## src/hw/rtl/psa_pkg.sv

```systemverilog
// Shared constants and types for the page span allocator.
`default_nettype none
package psa_pkg;
    localparam int MAX_SPAN_PAGES = 128;
    localparam int TOTAL_PAGES    = 1024;
    localparam int CHUNK_PAGES    = MAX_SPAN_PAGES - 1;

    localparam int PAGE_W  = 10;
    localparam int LEN_W   = 7;
    localparam int LIST_W  = 7;
    localparam int FRESH_W = 11;

    localparam logic [1:0] CMD_ALLOC   = 2'd0;
    localparam logic [1:0] CMD_RELEASE = 2'd1;
    localparam logic [1:0] CMD_LOOKUP  = 2'd2;

    localparam logic [1:0] ST_OK    = 2'd0;
    localparam logic [1:0] ST_OOP   = 2'd1;
    localparam logic [1:0] ST_BAD   = 2'd2;
    localparam logic [1:0] ST_NOMAP = 2'd3;

    // list pointer with a null flag (vld low means null)
    typedef struct packed {
        logic              vld;
        logic [PAGE_W-1:0] ptr;
    } t_link;

    typedef struct packed {
        logic              en;
        logic [LIST_W-1:0] addr;
        t_link             data;
    } t_head_wr;
endpackage
`default_nettype wire

```

## src/hw/rtl/psa_head_table.sv

```systemverilog
// Free-list head table: one entry per span size, null after reset.
`default_nettype none
module psa_head_table (
    input  wire logic                      i_clk,
    input  wire logic                      i_rst_n,
    input  wire logic [psa_pkg::LIST_W-1:0] i_rd_addr,
    input  wire psa_pkg::t_head_wr          i_wr,
    output psa_pkg::t_link                  o_rd
);
    localparam int DEPTH = 1 << psa_pkg::LIST_W;

    logic [psa_pkg::PAGE_W-1:0] r_mem [DEPTH];
    logic [DEPTH-1:0]           r_vld;
    psa_pkg::t_link             r_rd;

    always_ff @(posedge i_clk) begin
        if (i_wr.en) begin
            r_mem[i_wr.addr] <= i_wr.data.ptr;
        end
        r_rd.ptr <= r_mem[i_rd_addr];
    end

    // valid bits live in flops so reset empties every list at once
    always_ff @(posedge i_clk) begin
        if (!i_rst_n) begin
            r_vld    <= '0;
            r_rd.vld <= 1'b0;
        end else begin
            if (i_wr.en) begin
                r_vld[i_wr.addr] <= i_wr.data.vld;
            end
            r_rd.vld <= r_vld[i_rd_addr];
        end
    end

    assign o_rd = r_rd;
endmodule
`default_nettype wire

```

## config.mk

```make
export PLATFORM = sky130hd
export DESIGN_NAME = psa_head_table
export DESIGN_NICKNAME = d
export VERILOG_FILES = /design/src/hw/rtl/psa_pkg.sv /design/src/hw/rtl/psa_head_table.sv
export SDC_FILE = /design/constraint.sdc
export NUM_CORES = 1
export LEC_CHECK = 0
export BUFFER_PORTS_ARGS = -buffer_cell sky130_fd_sc_hd__buf_2
export CAP_MARGIN = 20
export CORE_AREA = 2 2 432 434
export CTS_BUF_LIST = sky130_fd_sc_hd__clkbuf_8
export DETAILED_ROUTE_END_ITERATION = 10
export DIE_AREA = 0 0 434 436
export HOLD_SLACK_MARGIN = 0.08
export PLACE_DENSITY = 0.48
export SETUP_SLACK_MARGIN = 0.2
export SYNTH_ARGS = -nofsm -noshare
export SYNTH_HDL_FRONTEND = slang
export SYNTH_SLANG_ARGS = --single-unit
```

## constraint.sdc

```tcl
create_clock -name i_clk -period 2.7 [get_ports i_clk]
set_input_delay 0.54 -clock i_clk [delete_from_list [all_inputs] [get_ports i_clk]]
set_output_delay 0.54 -clock i_clk [all_outputs]
set_load 0.05 [all_outputs]
```

# After elaboration in Yosys (flattened, before gate mapping)
# Memory sizes are Yosys's and may differ from the RTL's. A register that Yosys moved wholly into a read port is not among the register bits.
# Index checks and enable logic that the tools add are counted.
# totals
mem_bits_rw	1280
ff_bits	129
rom_bits	0
latchBits	0
mem_count	1
in_bits	28
# mem_list
memory	depth	width	read_ports	rd_clocked_by_memory_dff	write_ports	line	rtl
r_mem	128	10	1	1	1	psa_head_table.sv:12	logic [psa_pkg::PAGE_W-1:0] r_mem [DEPTH];
# op_classes
order_cmp	3
bitwise_logic	0
muxes	7
addsub	0
n_reduce_logical	1
eq_ne	0
div	0
multipliers	0
shifts	0
# ops
op	count
$bwmux W128	1
$lt A7 B8 Y1 const B	2
$bmux W1 S7	1
$demux W1 S7	1
$ge A7 B1 Y1 const B	1
$mux W1	4
$logic_and A1 B1 Y1	1

# Depth between registers and ports, before layout
# Gate-level depths: netlist (run 1).
# depth
word_depth	5
mapped_depth	9

# Worst setup path before layout (run 1)
# Ideal clock, no wire load.
# synth_path
path_kind	input to register
start	input port i_rd_addr[0] (netlist name)
end	register o_rd[8] (netlist name)
setup_slack_ps	485
setup_ps	130
stages	8
arrival_time_ps	2084
t_required_ps	2570
cell_sequence	buf_6 -> buf_2 -> buf_2 -> mux4_2 -> a22oi_1 -> nand2_1 -> a22oi_1 -> nand4_1
# synth_lines
element	line	rtl
start: declaration	psa_head_table.sv:6	input wire logic [psa_pkg::LIST_W-1:0] i_rd_addr,

==> results of run 1 <==
[flip-flops by register name, summed over array words and instances (netlist names)]
name   cells
r_mem   1280
r_vld    128
o_rd      11
[per-stage QoR]
stage / hold slack, ps / TNS [ps] / setup slack (ps) / cell area (sq um) / std cells
finish: 234.0 / 0 / 262.7 / 65740 / 6000
global route: 193.1 / 0 / 295.5 / 65740 / 5998
CTS: 109.5 / 0 / 219.1 / 65730 / 5996
detailed placement: 470.0 / -4033 / -704.0 / 61280 / 5563
global placement: 460.8 / -4373 / -727.4 / 61280 / 5563
floorplan: 452.3 / 0 / 485.4 / 55200 / 2882
[kinds of logic after synthesis]
group | Yosys count
AO/OA/AOI/OAI | 450
buffers and inverters | 193
flip-flops | 1419
multiplexers | 404
AND/OR/NAND/NOR | 416
[synth_stat cells, types with 2 or more instances]
cell type and instances:
o31ai_1 4, nor2b_1 15, buf_4 6, or2_2 2, mux2i_1 44, buf_2 35
edfxtp_1 1280, a221oi_1 2, a22oi_1 131, or3b_2 2, mux2_2 19, and3_1 4
nand3_1 25, clkbuf_1 118, nor2_1 137, nor3b_1 5, nand4_1 4, nand2_1 188
nor3_1 24, buf_1 19, buf_6 14, o21ai_0 130, and2_1 2, dfxtp_1 139
a211oi_1 2, a21boi_0 128, o22ai_1 46, mux4_2 341, nand2b_1 5, a22o_1 2
[what timing repair did]
action | 4_1_cts | 5_1_grt
setup endpoints to repair | 7 | 0
hold buffers | 11 | 0
resized for setup | 7 | 0
hold endpoints to repair | 285 | 0
[worst max-delay path, delay by kind of cell]
kind            cells  cell delay (ps)
simple gates        2              310
buf+inv             4              750
compound gates      2             1030
mux                 1              520
[area by class of cell]
cell class / count / area (sq um)
clock buffers: 234 / 3221
fillers: 17460 / 118900
repair buffers: 404 / 3934
flip-flops and latches: 1419 / 41230
multi-input cells: 1270 / 13130
well taps: 2480 / 3103
clock inverters: 188 / 1111
diodes: 4 / 10.01
inverters: 1 / 3.754
[final timing paths]
path                                endpoint  slack, ps  depth (start not counted)
worst max-delay path                 o_rd[4]        260                          9
worst min-delay path            r_mem[17][5]        230                          2
worst max register to register       o_rd[4]        330                          5
worst min register to register    r_vld[103]        480                          2
[power by group through the flow]
stage                     clock network [uW]  registers, uW  logic, uW
after floorplan                            0          24600       1190
after global placement                     0          24600       2690
after detailed placement                   0          24600       2690
after CTS                              18200          24100       2710
after global routing                   19100          24100       2820
final                                  17600          24100       2660
[per-layer routing]
| layer | track usage (%) | up-vias | share of wire, % |
|---|---|---|---|
| li1 | - | 12690 | - |
| met1 | 21.94 | 15450 | 44 |
| met2 | 26.37 | 692 | 49 |
| met3 | 2.580 | 238 | 4.1 |
| met4 | 4.912 | 4 | 2.5 |
| met5 | 0 | - | 0.015 |
==> impl_metrics.yaml, run 1 <==
logic_synthesis:
  synth_top_family_by_area: "multiplexers"
  muxShareOfSynthArea_pct: 15.10
  yosysTopAreaCellShare_pct: 69.64
  async_flop_share_pct: 0
  ys_types: 39
  synth_seq_cells: 1419
  synthTopCellsByArea: "edfxtp_1 (70%), mux4_2 (14%), dfxtp_1 (5.0%), a22oi_1 (1.8%), a21boi_0 (1.7%)"
  synth_compound_area_share_pct: 5.440
  synthAdderAreaFrac_pct: 0
  synth_nets: 2910
  yosys.area_share.simple_pct: 3.158
  synth_xor_area_share_pct: 0
  synth-edff-count: 1280
  ys_seq_area_share_pct: 74.68
  syn_inst: 2882
  synth_area_leader_cell: "edfxtp_1"
  syn_area_per_cell_sq_um: 19.15
  synth_warnings: 0
  syn_area_sq_um: 55200
  ys.flop_type: "edfxtp_1"
clocking:
  clockBufferDepth: 3
  cts_tree: "yes"
  cts_setup_buffers: 0
  cts-root-buf: "clkbuf_8"
  path_clk_slew_ps: 60
  h-tree-depth: 4
  clock_latency_ps: 970
  cts.sinks: 1419
  cts_buffers: 226
routing:
  remaining_drc_errors: 0
  antenna_left: 0
  finalWirelength_microns: 152100
  firstDrtPassIters: 5
  vias_per_cell: 4.846
  wire_per_inst_microns: 25.35
  vias: 29070
  drt_iter0_drc: 2405
pwr:
  ir_worst_vdd_v: 0.0005075
  power_density_nw_per_um2: 675.3
  switchingPower_uw: 10400
  p_int_uw: 33990
  pwr-share-comb_pct: 6.0
  swShare_pct: 23.42
  pwr-share-seq_pct: 54.3
  clock_power_share_pct: 39.7
  static-leakage-power_uw: 0.02121
  p_total_uw: 44390
cells_and_area:
  drive_gt1_share_pct: 29.95
  area_growth_pct: 19.11
  layout_common_cells: "edfxtp_1 (1280), mux4_2 (341), buf_4 (296), clkbuf_8 (234), nand2_1 (185)"
  post-route-util_pct: 35.60
  nNetsFinal: 3350
  final_common_cell: "edfxtp_1"
timing:
  post-route-min-period_ps: 2437
  rsz0062_at_grt: "false"
  slew_headroom_pct: 28.90
  slew_viol_final: 0
  worst_pin_slew_ps: 1064
  hold_violations: 0
  timing.final.crit_share_pct: 90.27
  fmax_mhz: 410.3
  finalSetupViolations: 0
  finClkSkew_ps: 49.76
setup_path:
  r2r_start: "r_mem[85][4]"
  crit_fanout: 17
  startpoint: "i_rd_addr[0]"
  critPathArrivalTime_ps: 3210
  crit_top_cell: "buf_12"
  critPathCaptureType: "register"
  worstPathCellList: "buf_8, buf_12, buf_12, buf_12, mux4_2, a22oi_1, nand2_1, a22oi_1, nand3_1"
  slowest_delay_ps: 680
  slowest_stage: "a22oi_1"
  cp-start-kind: "primary input"
  worst-setup-path-type: "in -> reg"
  worstPathRequired_ps: 3480
global_routing:
  grt_pass1_vias: 30200
  grt_max_degree: 129
  antenna_found_initial: 10
  grt.total_usage_pct: 16.09
  gr-total-overflow: 0
  grt_pass1_wl_microns: 220300
run_status:
  status: "finished, final reports clean"
min_path:
  hold_path.class: "in -> reg"
  hp-start: "i_wr[5]"
place:
  dp_hpwl_microns: 96470
  port_buffers: 38
  place_congestion: 0.8203
floorplanning:
  fp.coreArea_sq_um: 184600
  die_w_microns: 434
  num_io_pins: 39
  rows: 158
  die-area_sq_um: 189200
  start_util_pct: 29.89
  die_y_microns: 436
flow_run:
  drv_cap: 0
(Power assumes the default switching activity.)
==> run 2, diff against run 1 <==
- CORE_AREA: 2 2 432 434 -> 2 2 412 414
- DIE_AREA: 0 0 434 436 -> 0 0 414 416
- PLACE_DENSITY: 0.48 -> 0.51
==> run 2 against run 1 <==
  * Global-route usage increased by 0.76 points
  * Critical path type is now reg -> out
  * Largest power group unchanged
  * Design area decreased by 1.3%
  * Combinational power down 3%
  * Clock power decreased by 3%
  * Non-clock buffer count is 30 lower
  * Critical endpoint is now o_rd[9]
  * Register-to-register slack improved by 90 ps
  * Via count down 0.17%
  * Die area fell by 9.0%
==> impl_metrics.yaml, run 2 (same netlist as run 1, synthesis figures left out) <==
run_status:
  status: "finished, final reports clean"
routing:
  antenna_left: 0
  vias: 29030
  wire_per_inst_microns: 25.65
  finalWirelength_microns: 145800
  remaining_drc_errors: 0
  vias_per_cell: 5.105
  drt_iter0_drc: 2789
  firstDrtPassIters: 5
global_routing:
  antenna_found_initial: 8
  grt.total_usage_pct: 16.85
  grt_pass1_wl_microns: 212500
  gr-total-overflow: 0
  grt_max_degree: 129
  grt_pass1_vias: 29660
floorplanning:
  rows: 151
  num_io_pins: 39
  die-area_sq_um: 172200
  die_y_microns: 416
  fp.coreArea_sq_um: 168100
  start_util_pct: 32.83
  die_w_microns: 414
cells_and_area:
  final_area_sq_um: 64880
  post-route-util_pct: 38.58
  fillCellCount: 15410
  final_common_cell: "edfxtp_1"
  nNetsFinal: 3312
  largest_register_ffs: 1280
  area_growth_pct: 17.54
  regMostFlops: "r_mem"
  drive_gt1_share_pct: 29.15
  layout_common_cells: "edfxtp_1 (1280), mux4_2 (341), buf_4 (273), clkbuf_8 (228), nand2_1 (185)"
pwr:
  p_total_uw: 43710
  ir_worst_vdd_v: 0.0005209
  power_density_nw_per_um2: 673.7
  static-leakage-power_uw: 0.02092
setup_path:
  critPathArrivalTime_ps: 1780
  slowest_stage: "dfxtp_1"
  critPathCaptureType: "output port"
  crit_fanout: 1
  cp_top_family: "flip-flops"
  worstPathRequired_ps: 2160
  slowest_delay_ps: 500
  worst-setup-path-type: "reg -> out"
  worstPathCellList: "buf_2"
  cp-start-kind: "register"
  critPathBufInv: 1
clocking:
  h-tree-depth: 4
  cts_resized: 0
  clockBufferDepth: 3
  cts_tree: "yes"
  cts-root-buf: "clkbuf_8"
  cts_buffers: 218
  path_clk_slew_ps: 70
  cts_setup_buffers: 0
  clock_latency_ps: 930
  cts.sinks: 1419
flow_run:
  drv_cap: 0
min_path:
  hold_path.class: "in -> reg"
timing:
  worst_pin_slew_ps: 1079
  rsz0062_at_grt: "false"
  finClkSkew_ps: 51.00
  hold_violations: 0
  fmax_mhz: 431.8
  slew_headroom_pct: 27.91
  timing.final.crit_share_pct: 85.77
  slew_viol_final: 0
  post-route-min-period_ps: 2316
  finalSetupViolations: 0
  hold_ws_ps: 211.7
place:
  place_area_sq_um: 60650
  dp_hpwl_microns: 90290
  port_buffers: 38
  place_congestion: 0.7939
run 2: changes by cell type in the layout (fill, tap and decap cells not counted), sizes merged:
cell | previous run | this run
buf | 393 | 364
inv | 101 | 91
clkinv | 77 | 70
clkbuf | 234 | 228
clkinvlp | 2 | 4
diode | 4 | 3
dlygate4sd3 | 11 | 10
run 2: stage by stage:
step | TNS (ps) | instances | worst slack, ps
2_1_floorplan | 0 | 2882 | 485.4
3_3_place_gp | -2126 | 5272 | -427.5
3_5_place_dp | -1768 | 5272 | -332.6
4_1_cts | 0 | 5683 | 272.9
5_1_grt | 0 | 5684 | 356.2
6_report | 0 | 5686 | 384.2
run 2: report_power, final:
group	switching [uW]	leakage [uW]	total (uW)	internal (uW)
clock network	8390	0.00242	17100	8670
logic	1590	0.00587	2580	991
registers	57.5	0.0126	24100	24000
total	10000	0.0209	43700	33700
run 2: path summary, 6_finish.rpt:
| path | from | cells after the start | endpoint | slack (ps) |
|---|---|---|---|---|
| min | i_wr[6] | 2 | r_mem[118][6] | 210 |
| max reg2reg | r_mem[3][3] | 6 | o_rd[3] | 420 |
| max | o_rd[9] | 1 | o_rd[9] | 380 |
| min reg2reg | r_vld[121] | 2 | r_vld[121] | 480 |
run 2: metal layers:
| layer | vias up | track usage [%] | part of all wire (%) |
|---|---|---|---|
| met3 | 191 | 2.793 | 4.7 |
| met2 | 801 | 27.15 | 48 |
| met4 | 8 | 4.694 | 1.8 |
| met1 | 15420 | 23.65 | 45 |
| met5 | - | 0 | 0.028 |
| li1 | 12610 | - | - |
run 2: layout make-up:
class / count / area [sq um] / share of cell area (%)
clock buffers: 228 / 3138 / 4.837
flip-flops and latches: 1419 / 41220 / 63.53
inverters: 1 / 3.754 / 0.005786
repair buffers: 374 / 3616 / 5.573
well taps: 2218 / 2775 / 4.277
clock inverters: 173 / 984.7 / 1.518
diodes: 3 / 7.507 / 0.01157
multi-input cells: 1270 / 13130 / 20.24
run 2: repair_timing:
action,4_1_cts,5_1_grt
hold endpoints to repair,217,0
setup endpoints to repair,0,0
hold buffers,10,0
run 2: worst register-to-register path, stage by stage (launching register included):
cell      delay [ps]
edfxtp_1         350
mux4_2           520
o22ai_1          360
nor3_1           220
a22oi_1          450
buf_4            200
nand3_1           70
